==> src/hw/rtl/xts_pkg.sv <==
`timescale 1ns / 1ps
// ----------------------------------------------------------------------------
// XML tag scanner package
// Shared types, character codes and prefix patterns.
// ----------------------------------------------------------------------------
package xts_pkg;

    localparam logic [7:0] LT_CHAR      = 8'h3C;
    localparam logic [7:0] GT_CHAR      = 8'h3E;
    localparam logic [7:0] DASH_CHAR    = 8'h2D;
    localparam logic [7:0] BRACKET_CHAR = 8'h5D;

    localparam logic [3:0] COMMENT_LEN = 4'd3;
    localparam logic [3:0] CDATA_LEN   = 4'd8;
    localparam logic [3:0] COMMENT_MIN = 4'd5;
    localparam logic [3:0] CDATA_MIN   = 4'd10;
    localparam logic [3:0] COUNT_MAX   = 4'd15;

    typedef enum logic [1:0] {
        MODE_OUTSIDE = 2'd0,
        MODE_TAG     = 2'd1,
        MODE_COMMENT = 2'd2,
        MODE_CDATA   = 2'd3
    } mode_t;

    typedef enum logic [2:0] {
        EV_TEXT    = 3'd0,
        EV_OPEN    = 3'd1,
        EV_TAGBYTE = 3'd2,
        EV_CLOSE   = 3'd3,
        EV_CANCEL  = 3'd4,
        EV_SKIPPED = 3'd5,
        EV_SKIPEND = 3'd6,
        EV_ERROR   = 3'd7
    } event_t;

    typedef struct packed {
        event_t     ev;
        logic [7:0] tag_byte;
    } result_t;

    // "!--"
    function automatic logic [7:0] comment_char(input logic [1:0] idx);
        logic [7:0] c;
        case (idx)
            2'd0:    c = 8'h21;
            2'd1:    c = 8'h2D;
            2'd2:    c = 8'h2D;
            default: c = 8'h00;
        endcase
        return c;
    endfunction

    // "![CDATA["
    function automatic logic [7:0] cdata_char(input logic [2:0] idx);
        logic [7:0] c;
        case (idx)
            3'd0:    c = 8'h21;
            3'd1:    c = 8'h5B;
            3'd2:    c = 8'h43;
            3'd3:    c = 8'h44;
            3'd4:    c = 8'h41;
            3'd5:    c = 8'h54;
            3'd6:    c = 8'h41;
            3'd7:    c = 8'h5B;
            default: c = 8'h00;
        endcase
        return c;
    endfunction

endpackage

==> src/hw/rtl/xts_in_stage.sv <==
`timescale 1ns / 1ps
// ----------------------------------------------------------------------------
// XML tag scanner input stage
// Registers one input beat; refills in the cycle the held beat moves on.
// ----------------------------------------------------------------------------
module xts_in_stage
    import xts_pkg::*;
(
    input  logic       clk,
    input  logic       rst_n,
    input  logic       in_valid,
    output logic       in_ready,
    input  logic [7:0] data_byte,
    input  logic       advance,
    output logic       held_valid,
    output logic [7:0] held_byte
);

    logic       valid_reg;
    logic       valid_next;
    logic [7:0] byte_reg;

    assign in_ready   = !valid_reg || advance;
    assign valid_next = in_ready ? in_valid : valid_reg;

    always_ff @(posedge clk or negedge rst_n)
    begin
        if (!rst_n)
        begin
            valid_reg <= 1'b0;
        end
        else
        begin
            valid_reg <= valid_next;
        end
    end

    always_ff @(posedge clk)
    begin
        if (in_ready && in_valid)
        begin
            byte_reg <= data_byte;
        end
    end

    assign held_valid = valid_reg;
    assign held_byte  = byte_reg;

endmodule

==> src/hw/rtl/xts_classify.sv <==
`timescale 1ns / 1ps
// ----------------------------------------------------------------------------
// XML tag scanner classifier
// Scan state and the per-byte event decision.
// ----------------------------------------------------------------------------
module xts_classify
    import xts_pkg::*;
(
    input  logic       clk,
    input  logic       rst_n,
    input  logic       step,
    input  logic [7:0] data_byte,
    output result_t    result
);

    mode_t      mode_reg, mode_next;
    logic [3:0] count_reg, count_next;
    logic       cmt_ok_reg, cmt_ok_next;
    logic       cdata_ok_reg, cdata_ok_next;
    logic [7:0] prev_reg, prev_next;
    logic [7:0] prev2_reg, prev2_next;

    logic [3:0] count_inc;
    logic       cmt_ok_upd;
    logic       cdata_ok_upd;
    logic [7:0] mark;
    logic [3:0] limit;

    assign count_inc = (count_reg < COUNT_MAX) ? count_reg + 4'd1 : count_reg;

    always_comb
    begin
        cmt_ok_upd = cmt_ok_reg;
        if (count_reg < COMMENT_LEN && data_byte != comment_char(count_reg[1:0]))
        begin
            cmt_ok_upd = 1'b0;
        end
        cdata_ok_upd = cdata_ok_reg;
        if (count_reg < CDATA_LEN && data_byte != cdata_char(count_reg[2:0]))
        begin
            cdata_ok_upd = 1'b0;
        end
    end

    assign mark  = (mode_reg == MODE_COMMENT) ? DASH_CHAR : BRACKET_CHAR;
    assign limit = (mode_reg == MODE_COMMENT) ? COMMENT_MIN : CDATA_MIN;

    always_comb
    begin
        mode_next       = mode_reg;
        count_next      = count_reg;
        cmt_ok_next     = cmt_ok_reg;
        cdata_ok_next   = cdata_ok_reg;
        prev_next       = prev_reg;
        prev2_next      = prev2_reg;
        result.ev       = EV_TEXT;
        result.tag_byte = 8'h00;
        case (mode_reg)
            MODE_OUTSIDE:
            begin
                if (data_byte == LT_CHAR)
                begin
                    mode_next = MODE_TAG;
                    result.ev = EV_OPEN;
                end
                else if (data_byte == GT_CHAR)
                begin
                    result.ev = EV_ERROR;
                end
            end
            MODE_TAG:
            begin
                if (data_byte == LT_CHAR || data_byte == GT_CHAR)
                begin
                    mode_next     = MODE_OUTSIDE;
                    count_next    = 4'd0;
                    cmt_ok_next   = 1'b1;
                    cdata_ok_next = 1'b1;
                    prev_next     = 8'h00;
                    prev2_next    = 8'h00;
                    result.ev     = (data_byte == LT_CHAR) ? EV_ERROR : EV_CLOSE;
                end
                else
                begin
                    count_next    = count_inc;
                    cmt_ok_next   = cmt_ok_upd;
                    cdata_ok_next = cdata_ok_upd;
                    prev_next     = data_byte;
                    prev2_next    = prev_reg;
                    if (count_inc == COMMENT_LEN && cmt_ok_upd)
                    begin
                        mode_next = MODE_COMMENT;
                        result.ev = EV_CANCEL;
                    end
                    else if (count_inc == CDATA_LEN && cdata_ok_upd)
                    begin
                        mode_next = MODE_CDATA;
                        result.ev = EV_CANCEL;
                    end
                    else
                    begin
                        result.ev       = EV_TAGBYTE;
                        result.tag_byte = data_byte;
                    end
                end
            end
            default:
            begin
                if (data_byte == GT_CHAR && count_inc > limit &&
                    prev_reg == mark && prev2_reg == mark)
                begin
                    mode_next     = MODE_OUTSIDE;
                    count_next    = 4'd0;
                    cmt_ok_next   = 1'b1;
                    cdata_ok_next = 1'b1;
                    prev_next     = 8'h00;
                    prev2_next    = 8'h00;
                    result.ev     = EV_SKIPEND;
                end
                else
                begin
                    count_next = count_inc;
                    prev_next  = data_byte;
                    prev2_next = prev_reg;
                    result.ev  = EV_SKIPPED;
                end
            end
        endcase
    end

    always_ff @(posedge clk or negedge rst_n)
    begin
        if (!rst_n)
        begin
            mode_reg     <= MODE_OUTSIDE;
            count_reg    <= 4'd0;
            cmt_ok_reg   <= 1'b1;
            cdata_ok_reg <= 1'b1;
            prev_reg     <= 8'h00;
            prev2_reg    <= 8'h00;
        end
        else if (step)
        begin
            mode_reg     <= mode_next;
            count_reg    <= count_next;
            cmt_ok_reg   <= cmt_ok_next;
            cdata_ok_reg <= cdata_ok_next;
            prev_reg     <= prev_next;
            prev2_reg    <= prev2_next;
        end
    end

endmodule

==> src/hw/rtl/xts_out_stage.sv <==
`timescale 1ns / 1ps
// ----------------------------------------------------------------------------
// XML tag scanner output stage
// Result register; takes a new beat whenever empty or being drained.
// ----------------------------------------------------------------------------
module xts_out_stage
    import xts_pkg::*;
(
    input  logic       clk,
    input  logic       rst_n,
    input  logic       load_valid,
    output logic       load_ready,
    input  result_t    load_result,
    output logic       out_valid,
    input  logic       out_ready,
    output logic [2:0] event_res,
    output logic [7:0] tag_byte
);

    logic    valid_reg;
    logic    valid_next;
    result_t result_reg;

    assign load_ready = !valid_reg || out_ready;
    assign valid_next = load_ready ? load_valid : valid_reg;

    always_ff @(posedge clk or negedge rst_n)
    begin
        if (!rst_n)
        begin
            valid_reg <= 1'b0;
        end
        else
        begin
            valid_reg <= valid_next;
        end
    end

    always_ff @(posedge clk)
    begin
        if (load_ready && load_valid)
        begin
            result_reg <= load_result;
        end
    end

    assign out_valid = valid_reg;
    assign event_res = 3'(result_reg.ev);
    assign tag_byte  = result_reg.tag_byte;

endmodule

==> src/hw/rtl/xml_tag_boundary_scanner.sv <==
`timescale 1ns / 1ps
// ----------------------------------------------------------------------------
// XML tag boundary scanner
// Classifies each byte of an XML stream with one event.
//
//   channel | signals                          | beat
//   --------+----------------------------------+-------------------------
//   input   | in_valid, in_ready, data_byte    | one stream byte
//   output  | out_valid, out_ready, event_res, | one event per byte
//           | tag_byte                         |
//
// One byte per cycle while out_ready keeps the result register draining; each
// byte passes the input register, then the result register.
// Reset (rst_n low, async) empties both registers and returns the scan to
// outside-tag. A stalled output holds its beat; the input register keeps
// taking beats as long as the result register drains.
// ----------------------------------------------------------------------------
module xml_tag_boundary_scanner
    import xts_pkg::*;
(
    input  logic       clk,
    input  logic       rst_n,
    input  logic       in_valid,
    output logic       in_ready,
    input  logic [7:0] data_byte,
    output logic       out_valid,
    input  logic       out_ready,
    output logic [2:0] event_res,
    output logic [7:0] tag_byte
);

    logic       held_valid;
    logic [7:0] held_byte;
    logic       load_ready;
    logic       advance;
    result_t    cls_result;

    assign advance = held_valid && load_ready;

    xts_in_stage u_in_stage (
        .clk        (clk),
        .rst_n      (rst_n),
        .in_valid   (in_valid),
        .in_ready   (in_ready),
        .data_byte  (data_byte),
        .advance    (advance),
        .held_valid (held_valid),
        .held_byte  (held_byte)
    );

    xts_classify u_classify (
        .clk       (clk),
        .rst_n     (rst_n),
        .step      (advance),
        .data_byte (held_byte),
        .result    (cls_result)
    );

    xts_out_stage u_out_stage (
        .clk         (clk),
        .rst_n       (rst_n),
        .load_valid  (held_valid),
        .load_ready  (load_ready),
        .load_result (cls_result),
        .out_valid   (out_valid),
        .out_ready   (out_ready),
        .event_res   (event_res),
        .tag_byte    (tag_byte)
    );

endmodule
==> config.mk <==
export PLATFORM = sky130hd
export DESIGN_NAME = xml_tag_boundary_scanner
export DESIGN_NICKNAME = d
export VERILOG_FILES = /design/src/hw/rtl/xts_pkg.sv /design/src/hw/rtl/xts_in_stage.sv /design/src/hw/rtl/xts_classify.sv /design/src/hw/rtl/xts_out_stage.sv /design/src/hw/rtl/xml_tag_boundary_scanner.sv
export SDC_FILE = /design/constraint.sdc
export NUM_CORES = 1
export LEC_CHECK = 0
export BUFFER_PORTS_ARGS = -buffer_cell sky130_fd_sc_hd__buf_2
export CORE_ASPECT_RATIO = 0.75
export CORE_MARGIN = 2
export CORE_UTILIZATION = 51
export DETAILED_ROUTE_END_ITERATION = 16
export PLACE_DENSITY = 0.7
export SLEW_MARGIN = 20
export SYNTH_ARGS = -nofsm -noshare
export SYNTH_HDL_FRONTEND = slang
export SYNTH_SLANG_ARGS = --single-unit
==> constraint.sdc <==
create_clock -name clk -period 3.3 [get_ports clk]
set_input_delay 0.33 -clock clk [delete_from_list [all_inputs] [get_ports clk]]
set_output_delay 0.33 -clock clk [all_outputs]
set_load 0.02 [all_outputs]
==> summary.txt <==
Status
  • Status: complete, no violations

Route
  • Number of search-and-repair iterations in the first detailed-routing pass: 4
  • Average wire length per cell after detail routing: approximately 18 µm
  • DRT antenna net count: 0
  • DRC violations left: 0
  • Post-Route WL: between 5000 and 6000 µm
  • Number of violations reported at the end of detailed-routing iteration 0: around 180
  • Total vias in the final route: 1,668
  • Number of vias per cell: a little under 6

Critical path
  • R2R setup slack: between 200 and 300 ps
  • Worst Setup SP: u_classify.count_reg[1]$_DFFE_PN0P_
  • Capture point of the worst path: u_classify.cdata_ok_reg$_DFFE_PN1P_
  • Critical path class: reg2reg
  • Type of origin of the critical path: register
  • Critical-path cell with the highest stage delay: sky130_fd_sc_hd__dfrtp_1
  • WP data arrival: 3240 ps
  • Endpoint of the worst register-to-register path: u_classify.cdata_ok_reg$_DFFE_PN1P_
  • Critical-path maximum fanout: 7
  • Number of cell instances on the worst register-to-register path: 11
  • CP endpoint kind: register
  • Biggest cell delay along the critical path: approximately 470 ps
  • Required time at the worst-slack endpoint: 3540 ps
  • Beginning of the worst register-to-register path: u_classify.count_reg[1]$_DFFE_PN0P_
  • Worst-path cell chain: ha_1 > nand3_1 > xnor2_1 > inv_1 > ha_1 > nand3_1 > o21ai_0 > o311ai_0 > o211ai_2 > or3_1 > o21ai_1

Logic synthesis
  • EDFF count, synth: 19
  • Post-synthesis net count: 219
  • Total number of yosys warnings: 0
  • Sequential share of the synthesized area: 49.5%
  • Proportion of synthesized flip-flops having asynchronous set or reset: 57.8%
  • Post-Syn Instances: slightly below 200
  • Library cell with the largest summed area after synthesis: sky130_fd_sc_hd__dfrtp_1
  • Yosys top cell area share: roughly a quarter
  • Top_reg_cell synth: sky130_fd_sc_hd__dfrtp_1
  • Synth Register Bits: 45
  • Count of different cell masters after synthesis: 61
  • Mean Syn Cell Area: about 12 µm²
  • Cell area after synthesis: about 0.0025 mm²
  • Ranking of synthesized cells by area: sky130_fd_sc_hd__dfrtp_1 24%, sky130_fd_sc_hd__edfxtp_1 23%, sky130_fd_sc_hd__a22o_1 4.3%, sky130_fd_sc_hd__ha_1 4.1%, sky130_fd_sc_hd__buf_6 2.3%

Final layout
  • Synthesis-to-layout area growth: 7.70%
  • Final-stage net count: around 240
  • Fin cells: 280
  • Share of post-route cells with drive strength above 1: a little under a third
  • Design area: 0.00266 mm²
  • Final antenna diode count: 0
  • Final Core Density: 58.2%

Power and ir drop
  • Maximum vdd drop: around 360 µV
  • Leakage power figure: ~1.1 nW
  • Pwr/cell area: about 690 mW/mm²

Timing
  • Unrepaired setup endpoints after global routing: no
  • Hold Violations, Final: 0
  • Highest attainable clock frequency: about 330 MHz
  • Endpoints failing setup: 0
  • Setup Total Neg Slack: 0 ps
  • Worst slew pin tran: 692 ps
  • Max_slew headroom: between 50% and 60%
  • Hold_ws: 22.5 ps
  • Final cycle utilization of the critical path: between 90 and 100%
  • Clk_skew: around 8.0 ps
  • Pins Over Slew Limit: 0
  • Crit path time final: roughly 3000 ps

Floorplanning
  • Effective utilization at floorplan: around 54%
  • Row count: 21
  • Core area: about 0.0046 mm²
  • Top-level I/O count: 25
  • Die extent in y: about 64 µm
  • Width of the die: ~84 µm
  • Area of the die: between 0.005 and 0.006 mm²

CTS
  • Depth of the CTS H-tree: 2
  • Root buffer selected by CTS: sky130_fd_sc_hd__clkbuf_8
  • Post-CTS Setup Repair Bufs: 0
  • Source-to-sink clock delay at the later pin of the worst-skew pair: ~300 ps
  • Number of CTS-inserted buffers: 5
  • CTS tree: yes
  • Number of cells upsized or downsized after cts: 0
  • Hold-fix buffers at CTS: 0
  • Clock net sink count: 45
  • Maximum number of buffers from clock root to sink: 2
  • Clock input transition at the sequential cells of the worst setup and hold paths: 90 ps

Placed design
  • Sum of net half-perimeters after detailed placement: approximately 3600 µm
  • Placed Instance Area: approximately 0.0026 mm²
  • Cell count after placement: around 270
  • Final GP Congestion: approximately 0.85
  • Port bufs: 24

Run
  • Max-Cap Viols: 0

Global routing
  • Met2 Use GR: 30.4%
  • Largest net degree at the start of global routing: 27
  • First-pass GRT wire length: 8540 µm
  • Met3 track demand over resource: under 10%
  • Total track usage: 20.1%
  • Number of global-route vias before repair: about 1,700
  • Met1 layer usage reported by global route: between 20% and 30%
  • Total overflow reported by the global router: 0
  • Busiest layer in global routing: met2
  • Antenna violations before repair: 0

Min path
  • Worst hold path type: in2async
-- kinds of logic (layout without fill, tap and decap cells) --
kind of cell / Yosys count / after routing / share of synthesized area, %
compound gates: 51 / 51 / 18.3
xor+xnor: 6 / 6 / 2.13
fa+ha+maj: 8 / 8 / 4.05
buf+inv: 18 / 42 / 5.52
flops: 45 / 45 / 49.5
mux: 7 / 7 / 2.99
simple gates: 64 / 64 / 17.5
-- report_power, final --
part	total, mW	leakage [nW]	internal, mW	switching (mW)
Sequential	0.853	0.491	0.717	0.136
Combinational	0.623	0.578	0.282	0.340
Clock	0.348	0.0489	0.151	0.197
-- cells in the final DEF, fill, tap and decap left out, types with 6 or more instances in the layout --
cell	instances
sky130_fd_sc_hd__buf_2	24
sky130_fd_sc_hd__dfrtp_1	23
sky130_fd_sc_hd__edfxtp_1	19
sky130_fd_sc_hd__a22o_1	12
sky130_fd_sc_hd__nand2_1	10
sky130_fd_sc_hd__inv_1	9
sky130_fd_sc_hd__and3_1	8
sky130_fd_sc_hd__ha_1	8
sky130_fd_sc_hd__nand2b_1	7
sky130_fd_sc_hd__o21ai_0	6
-- layer usage --
layer / vias up / part of all wire [%]
met4: 0 / 1.1
met1: 815 / 47
met5: - / 0
met3: 6 / 6.4
li1: 801 / -
met2: 46 / 46
-- synth_stat cells (2+ instances only) --
cell,instances
sky130_fd_sc_hd__edfxtp_1,19
sky130_fd_sc_hd__nor3_1,3
sky130_fd_sc_hd__nand3_1,4
sky130_fd_sc_hd__dfrtp_1,24
sky130_fd_sc_hd__buf_6,5
sky130_fd_sc_hd__and2b_2,2
sky130_fd_sc_hd__dfstp_2,2
sky130_fd_sc_hd__o21ai_0,6
sky130_fd_sc_hd__xnor2_1,3
sky130_fd_sc_hd__nand4_1,2
sky130_fd_sc_hd__and2_1,2
sky130_fd_sc_hd__or3_1,2
sky130_fd_sc_hd__nand2_1,10
sky130_fd_sc_hd__ha_1,8
sky130_fd_sc_hd__and3_1,8
sky130_fd_sc_hd__nor2_1,4
sky130_fd_sc_hd__a22o_1,12
sky130_fd_sc_hd__a22o_2,5
sky130_fd_sc_hd__a211oi_1,2
sky130_fd_sc_hd__xor2_1,3
sky130_fd_sc_hd__o31ai_1,4
sky130_fd_sc_hd__and2_2,2
sky130_fd_sc_hd__mux2i_1,4
sky130_fd_sc_hd__nand3b_1,3
sky130_fd_sc_hd__nand2b_1,7
sky130_fd_sc_hd__clkbuf_8,3
sky130_fd_sc_hd__mux2_2,3
sky130_fd_sc_hd__o211ai_1,3
sky130_fd_sc_hd__inv_1,9
sky130_fd_sc_hd__a21oi_1,4
-- area by class of cell --
class | count | area (µm²)
fillers | 401 | 1910
flip-flops and latches | 45 | 1220
multi-input cells | 136 | 1110
repair buffers | 25 | 128
well taps | 57 | 71.3
clock buffers | 5 | 68.8
inverters | 9 | 33.8
clock inverters | 3 | 20.0
-- critical path: cells and delay by family (launching register included) --
family / cells / cell delay [ps]
AOI/OAI and AO/OA: 4 / 820
xor gates and xnor gates: 1 / 300
adders and majority gates: 2 / 620
buffers and inverters: 1 / 80
DFF: 1 / 470
and+or+nand+nor: 3 / 650
-- how the worst min path moves through the flow --
stage                                           to  slack, ps  depth (start not counted)
6_report        u_classify.prev_reg[7]$_DFFE_PN0P_         20                          1
2_1_floorplan  u_classify.count_reg[0]$_DFFE_PN0P_         30                          0
5_1_grt        u_classify.count_reg[3]$_DFFE_PN0P_         60                          1
3_5_place_dp   u_classify.count_reg[2]$_DFFE_PN0P_        360                          1
4_1_cts        u_classify.count_reg[3]$_DFFE_PN0P_         30                          1
3_3_place_gp    u_classify.prev_reg[7]$_DFFE_PN0P_        350                          1
-- per-stage QoR --
step,total power [mW],setup slack (ps)
global route,1.94,52.7
detailed placement,1.47,277
finish,1.82,295
global placement,1.44,355
CTS,1.82,233
floorplan,1.33,635
Power figures use the tool's default switching activity.
